[config.mk]
export PLATFORM = sky130hd
export DESIGN_NAME = sound_board_command_port_top
export DESIGN_NICKNAME = d
export VERILOG_FILES = /design/src/rtl/sbcp_pkg.sv /design/src/rtl/sound_board_command_port_top.sv /design/src/rtl/sbcp_ring.sv
export VERILOG_INCLUDE_DIRS = /design/src /design/src/rtl
export SDC_FILE = /design/constraint.sdc
export NUM_CORES = 1
export LEC_CHECK = 0
export ABC_CLOCK_PERIOD_IN_PS = 8400
export BUFFER_PORTS_ARGS = -buffer_cell sky130_fd_sc_hd__buf_4
export CAP_MARGIN = 20
export CORE_MARGIN = 2
export CORE_UTILIZATION = 65
export CTS_BUF_LIST = sky130_fd_sc_hd__clkbuf_4 sky130_fd_sc_hd__clkbuf_8
export DETAILED_ROUTE_END_ITERATION = 10
export MAX_ROUTING_LAYER = met4
export PLACE_DENSITY = 0.82
export RECOVER_POWER = 50
export SETUP_SLACK_MARGIN = 0.1
export SYNTH_ARGS = -nofsm -noshare
export SYNTH_HDL_FRONTEND = slang
export SYNTH_HIERARCHICAL = 1
export SYNTH_SLANG_ARGS = --single-unit
[constraint.sdc]
create_clock -name clock -period 8.4 [get_ports clock]
set_clock_uncertainty 0.05 [all_clocks]
set_input_delay 0.84 -clock clock [delete_from_list [all_inputs] [get_ports clock]]
set_output_delay 0.84 -clock clock [all_outputs]
set_load 0.02 [all_outputs]
[src/rtl/assert_macros.svh]
// Assertion shorthands shared by the RTL; all sample on clock, off while in reset.
`ifndef ASSERT_MACROS_SVH
`define ASSERT_MACROS_SVH

// Same-cycle implication.
`define ASSERT_IMPLIES(lbl, ante, cons, msg) \
   lbl: assert property (@(posedge clock) disable iff (reset) (ante) |-> (cons)) \
      else $error(msg);

// Next-cycle implication.
`define ASSERT_NEXT(lbl, ante, cons, msg) \
   lbl: assert property (@(posedge clock) disable iff (reset) (ante) |=> (cons)) \
      else $error(msg);

`endif

[src/rtl/sbcp_pkg.sv]
package sbcp_pkg;

   // Reply ring; depth must be a power of two (wrap is by pointer overflow).
   localparam int RING_DEPTH  = 64;
   localparam int RING_AW     = $clog2(RING_DEPTH);
   localparam int ROW_AW      = RING_AW - 1;
   localparam int BANK_DEPTH  = RING_DEPTH / 2;
   localparam int FILL_W      = RING_AW + 1;

   localparam int CAPTURE_WORDS = 3;

   typedef enum logic [2:0] {
      MODE_WR_CMD  = 3'd0,
      MODE_RD_RSP  = 3'd1,
      MODE_RD_FLAG = 3'd2,
      MODE_WR_ECHO = 3'd3,
      MODE_RD_ECHO = 3'd4
   } mode_type;

   // Command opcodes
   localparam logic [15:0] OP_RESET_A  = 16'h5800;
   localparam logic [15:0] OP_RESET_B  = 16'h5A00;
   localparam logic [15:0] OP_QUERY_3A = 16'h003A;
   localparam logic [15:0] OP_QUERY_1B = 16'h001B;
   localparam logic [15:0] OP_QUERY_AA = 16'h00AA;
   localparam logic [15:0] OP_SUSPEND  = 16'h000E;
   localparam logic [15:0] OP_CAPTURE  = 16'hACE1;

   // Reply words
   localparam logic [15:0] RPL_RESET    = 16'h1000;
   localparam logic [15:0] RPL_ID_3A    = 16'hCC01;
   localparam logic [15:0] RPL_ID_1B    = 16'hCC09;
   localparam logic [15:0] RPL_ID_AA    = 16'hCC04;
   localparam logic [15:0] RPL_TEN      = 16'd10;
   localparam logic [15:0] RPL_CAPTURE  = 16'h0100;
   localparam logic [15:0] RPL_CAP_TAIL = 16'h000C;
   localparam logic [15:0] RPL_QRY_TAIL = 16'h0010;

   // Capture header decode
   localparam logic [7:0]  HDR_SHORT_MARK = 8'h55;
   localparam logic [15:0] HDR_QUERY_A    = 16'd999;
   localparam logic [15:0] HDR_QUERY_B    = 16'd1000;

   // Flag byte
   localparam logic [7:0] FLAG_BASE    = 8'h40;
   localparam logic [7:0] FLAG_PENDING = 8'h80;

   localparam logic [1:0] PUSH_NONE = 2'd0;
   localparam logic [1:0] PUSH_ONE  = 2'd1;
   localparam logic [1:0] PUSH_TWO  = 2'd2;

   typedef struct packed {
      logic        pop;
      logic [1:0]  push_cnt;
      logic [15:0] word0;
      logic [15:0] word1;
   } ring_cmd_type;

   typedef struct packed {
      logic        not_empty;
      logic [15:0] rd_data;
   } ring_stat_type;

endpackage

[src/rtl/sound_board_command_port_top.sv]
// Sound-board command port. Each request is one bus access: req_tuser carries the access
// mode (write command, read response, read flag, write echo, read echo) and req_tdata the
// 16-bit word. Every request yields exactly one response. A request moves from the input
// register to the response register, which drives rsp_tvalid, once that register is free
// or leaving. The decode and a single access to the two-bank reply ring sit between the
// two registers, so one request per cycle is taken and sustained while rsp_tready stays
// high. Command writes may queue up to two reply words in the 64-entry ring (pushes onto
// a full ring are dropped); response reads pop the oldest word or return zero when the
// ring is empty. Opcode 0x0E toggles suspend, and 0xACE1 arms a header-plus-data capture
// that ends in a mixer event on rsp_tuser[0], or in two reply words for header 999/1000.
module sound_board_command_port_top (
   input  logic        clock,
   input  logic        reset,
   input  logic        req_tvalid,
   output logic        req_tready,
   input  logic [15:0] req_tdata,  // [15:0] data_word
   input  logic [2:0]  req_tuser,  // [2:0] mode
   output logic        rsp_tvalid,
   input  logic        rsp_tready,
   output logic [79:0] rsp_tdata,  // [15:0] read_data, [31:16] mixer_header,
                                   // [47:32] mixer_first, [63:48] mixer_second,
                                   // [79:64] sound_code
   output logic [1:0]  rsp_tuser   // [0] mixer_valid, [1] sound_valid
);
   import sbcp_pkg::*;

   `include "assert_macros.svh"

   // Input register
   logic        in_valid_ff;
   logic [2:0]  mode_ff;
   logic [15:0] word_ff;

   // Response register
   logic        out_valid_ff;
   logic        from_ring_ff, from_ring_in;
   logic [15:0] read_data_ff, read_data_in;
   logic        mixer_valid_ff, mixer_valid_in;
   logic [15:0] mixer_header_ff, mixer_header_in;
   logic [15:0] mixer_first_ff, mixer_first_in;
   logic [15:0] mixer_second_ff, mixer_second_in;
   logic        sound_valid_ff, sound_valid_in;
   logic [15:0] sound_code_ff, sound_code_in;

   // Port state
   logic [7:0]  echo_ff, echo_in;
   logic        suspended_ff, suspended_in;
   logic        armed_ff, armed_in;
   logic [1:0]  left_ff, left_in;
   logic [1:0]  held_ff, held_in;
   logic [15:0] cw_ff [CAPTURE_WORDS];
   logic [15:0] cw_in [CAPTURE_WORDS];

   // Capture working values
   logic [15:0] cw_next [CAPTURE_WORDS];
   logic [1:0]  held_next, left_next;

   logic          advance;
   ring_cmd_type  ring_cmd;
   ring_stat_type ring_stat;

   // A request moves from the input register when the response register is free or leaving.
   assign advance    = in_valid_ff && (!out_valid_ff || rsp_tready);
   assign req_tready = !in_valid_ff || advance;

   always_ff @(posedge clock) begin
      if (reset) begin
         in_valid_ff <= 1'b0;
      end else if (req_tready) begin
         in_valid_ff <= req_tvalid;
      end
   end

   always_ff @(posedge clock) begin
      if (req_tready && req_tvalid) begin
         mode_ff <= req_tuser;
         word_ff <= req_tdata;
      end
   end

   always_comb begin
      echo_in      = echo_ff;
      suspended_in = suspended_ff;
      armed_in     = armed_ff;
      left_in      = left_ff;
      held_in      = held_ff;
      cw_in        = cw_ff;
      cw_next      = cw_ff;
      held_next    = held_ff;
      left_next    = left_ff;

      ring_cmd.pop      = 1'b0;
      ring_cmd.push_cnt = PUSH_NONE;
      ring_cmd.word0    = '0;
      ring_cmd.word1    = '0;

      from_ring_in    = 1'b0;
      read_data_in    = '0;
      mixer_valid_in  = 1'b0;
      mixer_header_in = '0;
      mixer_first_in  = '0;
      mixer_second_in = '0;
      sound_valid_in  = 1'b0;
      sound_code_in   = '0;

      unique case (mode_type'(mode_ff))
         MODE_WR_CMD: begin
            if (suspended_ff) begin
               // only the suspend opcode is heard; it resumes and acks
               if (word_ff == OP_SUSPEND) begin
                  suspended_in      = 1'b0;
                  armed_in          = 1'b0;
                  left_in           = '0;
                  held_in           = '0;
                  ring_cmd.push_cnt = PUSH_ONE;
                  ring_cmd.word0    = RPL_TEN;
               end
            end else if (armed_ff) begin
               if (left_ff == '0) begin
                  // header word: short capture when the high byte is the marker
                  left_in  = (word_ff[15:8] == HDR_SHORT_MARK) ? 2'd1 : 2'd2;
                  cw_in[0] = word_ff;
                  held_in  = 2'd1;
               end else begin
                  if (held_ff != 2'd3) begin
                     cw_next[held_ff] = word_ff;
                     held_next        = held_ff + 2'd1;
                  end
                  left_next = left_ff - 2'd1;
                  if (left_next != '0) begin
                     cw_in   = cw_next;
                     held_in = held_next;
                     left_in = left_next;
                  end else begin
                     if (cw_next[0] == HDR_QUERY_A || cw_next[0] == HDR_QUERY_B) begin
                        ring_cmd.push_cnt = PUSH_TWO;
                        ring_cmd.word0    = RPL_CAPTURE;
                        ring_cmd.word1    = RPL_QRY_TAIL;
                     end else begin
                        mixer_valid_in  = 1'b1;
                        mixer_header_in = cw_next[0];
                        mixer_first_in  = (held_next > 2'd1) ? cw_next[1] : '0;
                        mixer_second_in = (held_next > 2'd2) ? cw_next[2] : '0;
                     end
                     left_in = '0;
                     held_in = '0;
                     for (int i = 0; i < CAPTURE_WORDS; i++) begin
                        cw_in[i] = '0;
                     end
                  end
               end
            end else begin
               unique case (word_ff)
                  OP_RESET_A, OP_RESET_B: begin
                     ring_cmd.push_cnt = PUSH_ONE;
                     ring_cmd.word0    = RPL_RESET;
                  end
                  OP_QUERY_3A: begin
                     ring_cmd.push_cnt = PUSH_TWO;
                     ring_cmd.word0    = RPL_ID_3A;
                     ring_cmd.word1    = RPL_TEN;
                     sound_valid_in    = 1'b1;
                     sound_code_in     = word_ff;
                  end
                  OP_QUERY_1B: begin
                     ring_cmd.push_cnt = PUSH_TWO;
                     ring_cmd.word0    = RPL_ID_1B;
                     ring_cmd.word1    = RPL_TEN;
                  end
                  OP_QUERY_AA: begin
                     ring_cmd.push_cnt = PUSH_TWO;
                     ring_cmd.word0    = RPL_ID_AA;
                     ring_cmd.word1    = RPL_TEN;
                     sound_valid_in    = 1'b1;
                     sound_code_in     = word_ff;
                  end
                  OP_SUSPEND: begin
                     suspended_in = 1'b1;
                     armed_in     = 1'b0;
                  end
                  OP_CAPTURE: begin
                     armed_in          = 1'b1;
                     ring_cmd.push_cnt = PUSH_TWO;
                     ring_cmd.word0    = RPL_CAPTURE;
                     ring_cmd.word1    = RPL_CAP_TAIL;
                  end
                  default: begin
                     // anything else is a direct sound trigger
                     sound_valid_in = 1'b1;
                     sound_code_in  = word_ff;
                  end
               endcase
            end
         end
         MODE_RD_RSP: begin
            ring_cmd.pop = 1'b1;
            from_ring_in = ring_stat.not_empty;   // empty ring reads as zero
         end
         MODE_RD_FLAG: begin
            read_data_in = {8'h00, FLAG_BASE | (ring_stat.not_empty ? FLAG_PENDING : 8'h00)};
         end
         MODE_WR_ECHO: begin
            echo_in = word_ff[7:0];
         end
         MODE_RD_ECHO: begin
            read_data_in = {8'h00, echo_ff};
         end
         default: begin
            // unused modes: no effect, all-zero response
         end
      endcase
   end

   sbcp_ring u_ring (
      .clock (clock),
      .reset (reset),
      .en    (advance),
      .cmd   (ring_cmd),
      .stat  (ring_stat)
   );

   always_ff @(posedge clock) begin
      if (reset) begin
         echo_ff      <= '0;
         suspended_ff <= 1'b0;
         armed_ff     <= 1'b0;
         left_ff      <= '0;
         held_ff      <= '0;
         for (int i = 0; i < CAPTURE_WORDS; i++) begin
            cw_ff[i] <= '0;
         end
      end else if (advance) begin
         echo_ff      <= echo_in;
         suspended_ff <= suspended_in;
         armed_ff     <= armed_in;
         left_ff      <= left_in;
         held_ff      <= held_in;
         cw_ff        <= cw_in;
      end
   end

   always_ff @(posedge clock) begin
      if (reset) begin
         out_valid_ff <= 1'b0;
      end else if (advance) begin
         out_valid_ff <= 1'b1;
      end else if (rsp_tready) begin
         out_valid_ff <= 1'b0;
      end
   end

   always_ff @(posedge clock) begin
      if (advance) begin
         from_ring_ff    <= from_ring_in;
         read_data_ff    <= read_data_in;
         mixer_valid_ff  <= mixer_valid_in;
         mixer_header_ff <= mixer_header_in;
         mixer_first_ff  <= mixer_first_in;
         mixer_second_ff <= mixer_second_in;
         sound_valid_ff  <= sound_valid_in;
         sound_code_ff   <= sound_code_in;
      end
   end

   // The popped word comes straight from the ring's read register.
   assign rsp_tvalid = out_valid_ff;
   assign rsp_tdata  = {sound_code_ff, mixer_second_ff, mixer_first_ff, mixer_header_ff,
                        (from_ring_ff ? ring_stat.rd_data : read_data_ff)};
   assign rsp_tuser  = {sound_valid_ff, mixer_valid_ff};

   `ASSERT_IMPLIES(a_susp_idle, suspended_ff, !armed_ff && left_ff == '0 && held_ff == '0,
                   "capture state live while suspended")
   `ASSERT_IMPLIES(a_one_event, rsp_tvalid, !(mixer_valid_ff && sound_valid_ff),
                   "mixer event and sound trigger in one response")
   `ASSERT_IMPLIES(a_idle_capture, !armed_ff, left_ff == '0 && held_ff == '0,
                   "capture counters live while disarmed")

endmodule

[src/rtl/sbcp_ring.sv]
// Reply ring: two banks (even / odd slots) so a request can push two words in one cycle.
module sbcp_ring (
   input  logic                  clock,
   input  logic                  reset,
   input  logic                  en,
   input  sbcp_pkg::ring_cmd_type cmd,
   output sbcp_pkg::ring_stat_type stat
);
   import sbcp_pkg::*;

   `include "assert_macros.svh"

   localparam logic [FILL_W-1:0] FILL_FULL = FILL_W'(RING_DEPTH);
   localparam logic [FILL_W-1:0] FILL_LAST = FILL_W'(RING_DEPTH - 1);

   logic [15:0] bank0 [BANK_DEPTH];
   logic [15:0] bank1 [BANK_DEPTH];

   logic [RING_AW-1:0] head_ff, head_in;
   logic [FILL_W-1:0]  fill_ff, fill_in;
   logic [15:0]        rd0_ff, rd1_ff;
   logic               sel_ff;

   logic [RING_AW-1:0] tail, tail1;
   logic               ok0, ok1, do_pop;
   logic               we0, we1;
   logic [ROW_AW-1:0]  addr0, addr1;
   logic [15:0]        wd0, wd1;

   always_comb begin
      tail   = head_ff + fill_ff[RING_AW-1:0];
      tail1  = tail + RING_AW'(1);
      ok0    = (cmd.push_cnt != PUSH_NONE) && (fill_ff != FILL_FULL);
      ok1    = (cmd.push_cnt == PUSH_TWO) && (fill_ff < FILL_LAST);
      do_pop = cmd.pop && (fill_ff != '0);

      if (!tail[0]) begin
         we0 = ok0; addr0 = tail[RING_AW-1:1];  wd0 = cmd.word0;
         we1 = ok1; addr1 = tail1[RING_AW-1:1]; wd1 = cmd.word1;
      end else begin
         we1 = ok0; addr1 = tail[RING_AW-1:1];  wd1 = cmd.word0;
         we0 = ok1; addr0 = tail1[RING_AW-1:1]; wd0 = cmd.word1;
      end

      fill_in = fill_ff + FILL_W'(ok0) + FILL_W'(ok1) - FILL_W'(do_pop);
      head_in = do_pop ? head_ff + RING_AW'(1) : head_ff;
   end

   always_ff @(posedge clock) begin
      if (reset) begin
         head_ff <= '0;
         fill_ff <= '0;
      end else if (en) begin
         head_ff <= head_in;
         fill_ff <= fill_in;
      end
   end

   always_ff @(posedge clock) begin
      if (en && we0) begin
         bank0[addr0] <= wd0;
      end
      if (en && we1) begin
         bank1[addr1] <= wd1;
      end
   end

   // Registered read at the head; the bank pick follows the head's low bit.
   always_ff @(posedge clock) begin
      if (en && cmd.pop) begin
         rd0_ff <= bank0[head_ff[RING_AW-1:1]];
         rd1_ff <= bank1[head_ff[RING_AW-1:1]];
         sel_ff <= head_ff[0];
      end
   end

   assign stat.not_empty = (fill_ff != '0);
   assign stat.rd_data   = sel_ff ? rd1_ff : rd0_ff;

   `ASSERT_IMPLIES(a_fill_bound, 1'b1, fill_ff <= FILL_FULL, "ring fill beyond depth")
   `ASSERT_NEXT(a_empty_pop, en && cmd.pop && fill_ff == '0, fill_ff == '0 && $stable(head_ff),
                "pop of empty ring moved pointers")
   `ASSERT_NEXT(a_full_drop, en && !cmd.pop && fill_ff == FILL_FULL, fill_ff == FILL_FULL,
                "push onto full ring changed fill")

endmodule

==> qor.csv, run 1 <==
stage,metric,value,unit
worst_setup_path,setup slack on the worst flop-to-flop path,3.01,ns
clock_network,Setup Buffers After CTS,0,
job,max-cap violation count,9,
clock_network,CTS hold repair buffers,0,
clock_network,clock slew at reported path FFs,0.06,ns
global_routing,vias in the first global route,25100,
synth,Post-synth EDFFs,1151,
timing,Slew @ Worst Pin,3.46,ns
die,core area,74400,um2
routing,DR vias/cell,6.65,
final_layout,share of cells above drive strength 1,29.4,%
timing,Final Worst Setup Slack,3.01,ns
synth,Yosys top cell area share,70.7,%
routing,initial DRC count,3723,
die,Die Wd,278,um
worst_setup_path,worst path cell trace,clkbuf_1 > mux4_2 > mux4_2 > mux2_2,
final_layout,area delta synth->final,11.5,%
global_routing,GR Overflow Total,0,
timing,max frequency,0.186,GHz
global_routing,first-pass GRT wire length,165,mm
routing,Detail Route Antenna Nets,0,
clock_network,htree depth,4,
synth,most common cell in the netlist,edfxtp_1,
global_routing,GR met1 Demand/Resource,43.6,%
synth,post-synthesis sequential area ratio,73.9,%
synth,top post-synthesis cells by area,"edfxtp_1 (71%), mux4_2 (15%), dfxtp_1 (3.2%), mux2_2 (2.0%), nand2_1 (0.93%)",
synth,Post-synth top flop,edfxtp_1,
worst_setup_path,CP Capture Type,register,
global_routing,initial antenna violation count,6,
global_routing,met3 Use GR,6.22,%
power_and_ir_drop,Cell Pwr Density,219,nW/um2
power_and_ir_drop,Max IR drop VDD,0.166,mV
clock_network,clock buffer depth,3,
synth,Avg Inst Size Synth,20.1,um2
synth,Netlist Area Pre-Place,48900,um2
clock_network,# resized after CTS,0,
global_routing,Total GRT Usage,30.5,%
clock_network,CTS Root Buffer Type,clkbuf_8,
synth,Synth Register Bits,1228,
die,Initial Util,65.6,%
power_and_ir_drop,standby leakage power,0.0167,uW
timing,final setup vio count,0,
global_routing,Most Crowded Layer GR,met2,
synth,post-synth cell types,72,
routing,DRC viols,0,
worst_setup_path,"Slowest-stage cell, CP",clkbuf_1,
timing,Rel. slew slack,-131,%
clock_network,Num CTS Buffers,183,
timing,Final Slew Violations,296,
routing,final WL,112,mm
synth,Async SR Flop Fraction,0,%
clock_network,CTS tree,done,
timing,RSZ-0062 raised after global routing,no,
synth,"top cells by count, synth","edfxtp_1 (1151), mux4_2 (320), nand2_1 (121), nor2_1 (96), mux2_2 (88)",
outcome,status,"complete, but fails checks",
die,Die Area,77400,um2
timing,minimum clock period after layout,5.39,ns
die,I/O pin count,107,
timing,Tcrit/Tclk final,64.2,%
die,Die Span Y,278,um
synth,Post-Synthesis Cells,2427,
timing,Final Hold Viols,0,
place,Setup WS pre-CTS,3.34,ns
die,row cnt,100,
routing,total number of vias,25300,
worst_setup_path,Critical Path AT,5.89,ns
place,Buffers on Ports,106,
global_routing,met2 usage,45.7,%
worst_setup_path,CP bufs+invs,1,
worst_setup_path,critical path class,register to register,
worst_setup_path,"slowest stage delay, CP",2.48,ns
worst_setup_path,"delay-heaviest family, CP",buffers and inverters,
routing,wire per inst,29.4,um
timing,setup_tns,0,ns
synth,post-synth top area cell,edfxtp_1,
synth,YS warnings,6,
hold_path,Hold Path Class,input pin to register,
global_routing,largest net degree at the start of global routing,184,
final_layout,Layout Nets,2726,
clock_network,Clock Sinks,1228,
routing,DRT Pass-1 Iters,6,
place,Final Wtd Congestion,0.900,
clock_network,Worst-Skew Late Latency,0.84,ns
worst_setup_path,CP most frequent cell,mux4_2,
worst_setup_path,Worst setup SP type,register,
place,DPL Wire Length,69.3,mm
worst_setup_path,WP data required,8.90,ns
worst_setup_path,CP max FO,42,
outcome,violated checks,"max-capacitance violations, max-slew violations",
[metrics by stage]
| step | instance area (um2) | hold slack [ns] | power [uW] | instances | util [%] |
|---|---|---|---|---|---|
| floorplan | 49000 | 0.399 | 7070 | 2462 | - |
| global placement | 51000 | 0.411 | 7160 | 3452 | 68.5 |
| detailed placement | 51100 | 0.417 | 7170 | 3460 | 68.6 |
| CTS | 54800 | 0.0804 | 12000 | 3790 | 73.6 |
| global route | 54500 | 0.111 | 12300 | 3796 | 73.2 |
| finish | 54500 | 0.171 | 11900 | 3797 | 73.2 |
[state kept, by name, summed over array words and instances, names as in the netlist, 2 cells and up]
register,flops
mixer_second_ff,16
u_ring/rd0_ff,16
u_ring/fill_ff,7
word_ff,16
left_ff,2
sound_code_ff,16
mixer_first_ff,16
mixer_header_ff,16
read_data_ff,8
u_ring/bank0,512
u_ring/head_ff,6
held_ff,2
mode_ff,3
echo_ff,8
u_ring/bank1,512
u_ring/rd1_ff,16
cw_ff,48
[cells in the final DEF, fill, tap and decap left out, types with 34 or more instances in the layout]
cell type	count
clkbuf_8	192
mux2_1	38
clkbuf_1	76
buf_4	76
a21oi_1	69
nand2_1	121
clkinv_1	34
mux2_2	50
clkbuf_4	90
mux4_2	320
dfxtp_1	72
nor2_1	81
conb_1	36
edfxtp_1	1151
[routing by layer]
layer	routed length, um	part of all wire, %
met5	0	0
met4	2740	2.5
met3	13000	12
met2	53400	48
met1	42500	38
[layout make-up]
class | count | area (um2)
Clock inverter | 62 | 495
Clock buffer | 268 | 3210
Sequential cell | 1228 | 36100
Multi-Input combinational cell | 1068 | 12200
Timing Repair Buffer | 176 | 1090
Fill cell | 4053 | 20000
Tap cell | 969 | 1210
Inverter | 21 | 78.8
Antenna cell | 5 | 12.5
[path summary, 6_finish.rpt]
kind / startpoint / to / cells past startpoint
setup reg to reg: u_ring/head_ff[1] / u_ring/rd0_ff[14] / 4
setup / recovery: u_ring/head_ff[1] / u_ring/rd0_ff[14] / 4
hold / removal: req_tdata[12] / word_ff[12] / 1
hold reg to reg: cw_ff[21] / cw_ff[21] / 1
[report_power, final]
part / switching [uW] / internal (uW)
combinational: 243 / 67.7
sequential: 30.0 / 6730
clock: 2210 / 2650
[logic make-up after synthesis]
| family | share of synthesized area (%) |
|---|---|
| AND/OR/NAND/NOR | 4.10 |
| multiplexers | 17.1 |
| buffers and inverters | 1.58 |
| flip-flops | 73.9 |
| other | 0.00767 |
| AO/OA/AOI/OAI | 2.17 |
| adder cells (fa/ha/maj) | 0.686 |
| XOR/XNOR | 0.443 |
[worst reg2reg max path: stages (launching register included)]
cell and delay (ns):
dfxtp_4 0.78, clkbuf_1 2.49, mux4_2 0.86, mux4_2 0.59, mux2_2 0.35
Note: power is estimated with default switching activity, not from simulation.
==> run 2: changes to the inputs <==
Settings changed: ABC_CLOCK_PERIOD_IN_PS 8400 to 5460.
Clock period 8.4 ns to 5.46 ns, I/O delays scaled along.
==> run 2 against run 1 <==
- the flow still finishes with violations (max-capacitance violations, max-slew violations)
- cell area increased by 0.22%
- routed wire length down 0.71%
- critical path type unchanged
- maximum frequency grew 4.5%
- highest routed layer unchanged
- non-clock buffer count increased by 38
- die area did not move
- largest power group unchanged
- clock-buffer cell count shrank 27
- critical endpoint is now u_ring/rd1_ff[11]
==> qor.csv, run 2 (synthesized netlist as in run 1, its figures left out) <==
stage,metric,value,unit,change
global_routing,largest net degree at the start of global routing,174,,was 184
timing,final setup vio count,0,,unchanged
die,core area,74400,um2,unchanged
final_layout,multi-input logic area,12300,um2,was 12200 um2
place,Buffers on Ports,106,,unchanged
die,Initial Util,65.6,%,unchanged
clock_network,CTS tree,done,,unchanged
final_layout,area delta synth->final,11.7,%,was 11.5%
worst_setup_path,WP data required,5.95,ns,was 8.90 ns
final_layout,share of cells above drive strength 1,28.7,%,was 29.4%
clock_network,CTS Root Buffer Type,clkbuf_8,,unchanged
worst_setup_path,CP Capture Type,register,,unchanged
clock_network,clock slew at reported path FFs,0.06,ns,about the same
routing,DRT Pass-1 Iters,6,,unchanged
die,Die Area,77400,um2,unchanged
global_routing,Total GRT Usage,30.2,%,was 30.5%
final_layout,Layout Nets,2761,,was 2726
global_routing,GR met1 Demand/Resource,41.6,%,was 43.6%
clock_network,Clock Sinks,1228,,unchanged
place,DPL Wire Length,66.2,mm,was 69.3 mm
final_layout,"commonest non-fill, non-tap cells in the layout","edfxtp_1 (1151), mux4_2 (320), clkbuf_8 (182), nand2_1 (121), buf_4 (98)",,"was edfxtp_1 (1151), mux4_2 (320), clkbuf_8 (192), nand2_1 (121), clkbuf_4 (90)"
global_routing,met3 Use GR,5.48,%,was 6.22%
clock_network,clock buffer depth,3,,unchanged
timing,setup_tns,0,ns,unchanged
timing,Final Hold Viols,0,,unchanged
place,Setup WS pre-CTS,0.989,ns,was 3.34 ns
timing,Final Worst Setup Slack,0.304,ns,was 3.01 ns
routing,Detail Route Antenna Nets,0,,unchanged
timing,minimum clock period after layout,5.16,ns,was 5.39 ns
global_routing,GR Overflow Total,0,,unchanged
final_layout,Layout Utilization,73.3,%,was 73.2%
die,Die Wd,278,um,unchanged
job,max-cap violation count,6,,was 9
worst_setup_path,critical path class,register to register,,unchanged
die,I/O pin count,107,,unchanged
final_layout,"commonest non-fill, non-tap cell in the layout",edfxtp_1,,unchanged
hold_path,Hold Path Class,input pin to register,,unchanged
timing,Tcrit/Tclk final,94.4,%,was 64.2%
worst_setup_path,Critical Path AT,5.65,ns,was 5.89 ns
outcome,violated checks,"max-capacitance violations, max-slew violations",,unchanged
global_routing,met2 usage,46.4,%,was 45.7%
power_and_ir_drop,Cell Pwr Density,330,nW/um2,was 219 nW/um2
routing,wire per inst,28.9,um,was 29.4 um
routing,DRC viols,0,,unchanged
global_routing,vias in the first global route,25800,,was 25100
outcome,status,"complete, but fails checks",,unchanged
global_routing,initial antenna violation count,7,,was 6
final_layout,Register Area,36100,um2,about the same
die,row cnt,100,,unchanged
routing,initial DRC count,3392,,was 3723
clock_network,Num CTS Buffers,180,,was 183
power_and_ir_drop,standby leakage power,0.0168,uW,was 0.0167 uW
routing,final WL,111,mm,was 112 mm
timing,Rel. slew slack,-92.9,%,was -131%
global_routing,Most Crowded Layer GR,met2,,unchanged
clock_network,htree depth,4,,unchanged
global_routing,first-pass GRT wire length,164,mm,was 165 mm
worst_setup_path,CP max FO,173,,was 42
clock_network,Worst-Skew Late Latency,0.85,ns,was 0.84 ns
timing,Slew @ Worst Pin,2.89,ns,was 3.46 ns
final_layout,biggest regs,"u_ring/bank0 (512), u_ring/bank1 (512), cw_ff (48)",,unchanged
timing,RSZ-0062 raised after global routing,no,,unchanged
final_layout,FILL cells,4041,,was 4053
routing,total number of vias,25200,,was 25300
timing,Final Slew Violations,394,,was 296
die,Die Span Y,278,um,unchanged
timing,hold_ws,0.0848,ns,was 0.171 ns
power_and_ir_drop,Max IR drop VDD,0.249,mV,was 0.166 mV
routing,DR vias/cell,6.58,,was 6.65
worst_setup_path,Worst setup SP type,register,,unchanged
place,Final Wtd Congestion,0.916,,was 0.900
place,dpl cells,3479,,was 3460
timing,max frequency,0.194,GHz,was 0.186 GHz
final_layout,fin cells,3830,,was 3797
-- run 2: worst paths after layout --
check | start | to | slack, ns | cells past startpoint
worst max-delay path | u_ring/head_ff[2] | u_ring/rd1_ff[11] | 0.30 | 5
worst min-delay path | rsp_tready | in_valid_ff | 0.08 | 4
worst max register to register | u_ring/head_ff[2] | u_ring/rd1_ff[11] | 0.30 | 5
worst min register to register | cw_ff[18] | cw_ff[18] | 0.43 | 1
-- run 2: power breakdown --
group	switching, uW	internal [uW]	total, uW
clock	3440	3700	7140
combinational	354	112	466
sequential	44.7	10400	10400
total	3840	14200	18000
-- run 2: metal layers --
metal / up-vias / wire length (um)
met1: 12900 / 42100
met5: - / 0
met4: 0 / 3690
met2: 1528 / 54100
met3: 274 / 10900
li1: 10500 / -
-- run 2: per-stage QoR --
| step | area (um2) | power [uW] |
|---|---|---|
| floorplan | 49000 | 10900 |
| global placement | 51200 | 11000 |
| detailed placement | 51200 | 11000 |
| CTS | 54900 | 18100 |
| global route | 54600 | 18500 |
| finish | 54600 | 18000 |
-- run 2: final cells by class --
cell class	count	area share, %
flip-flops and latches	1228	66.2
multi-input cells	1068	22.5
clock buffers	241	5.40
repair buffers	214	2.56
well taps	969	2.22
clock inverters	88	1.04
inverters	21	0.144
diodes	1	0.00458
-- run 2: worst max-delay path, stage by stage (launching register included) --
cell,delay [ns]
dfxtp_1,0.35
clkbuf_4,0.60
clkbuf_4,1.99
mux4_2,0.49
mux4_2,0.55
mux2_1,0.42
-- run 2: what timing repair did --
| item | 4_1_cts | 5_1_grt |
|---|---|---|
| setup buffers | 0 | 0 |
| endpoints found under the hold margin | 20 | 0 |
| resized for setup | 0 | 0 |
| hold buffers | 20 | 0 |
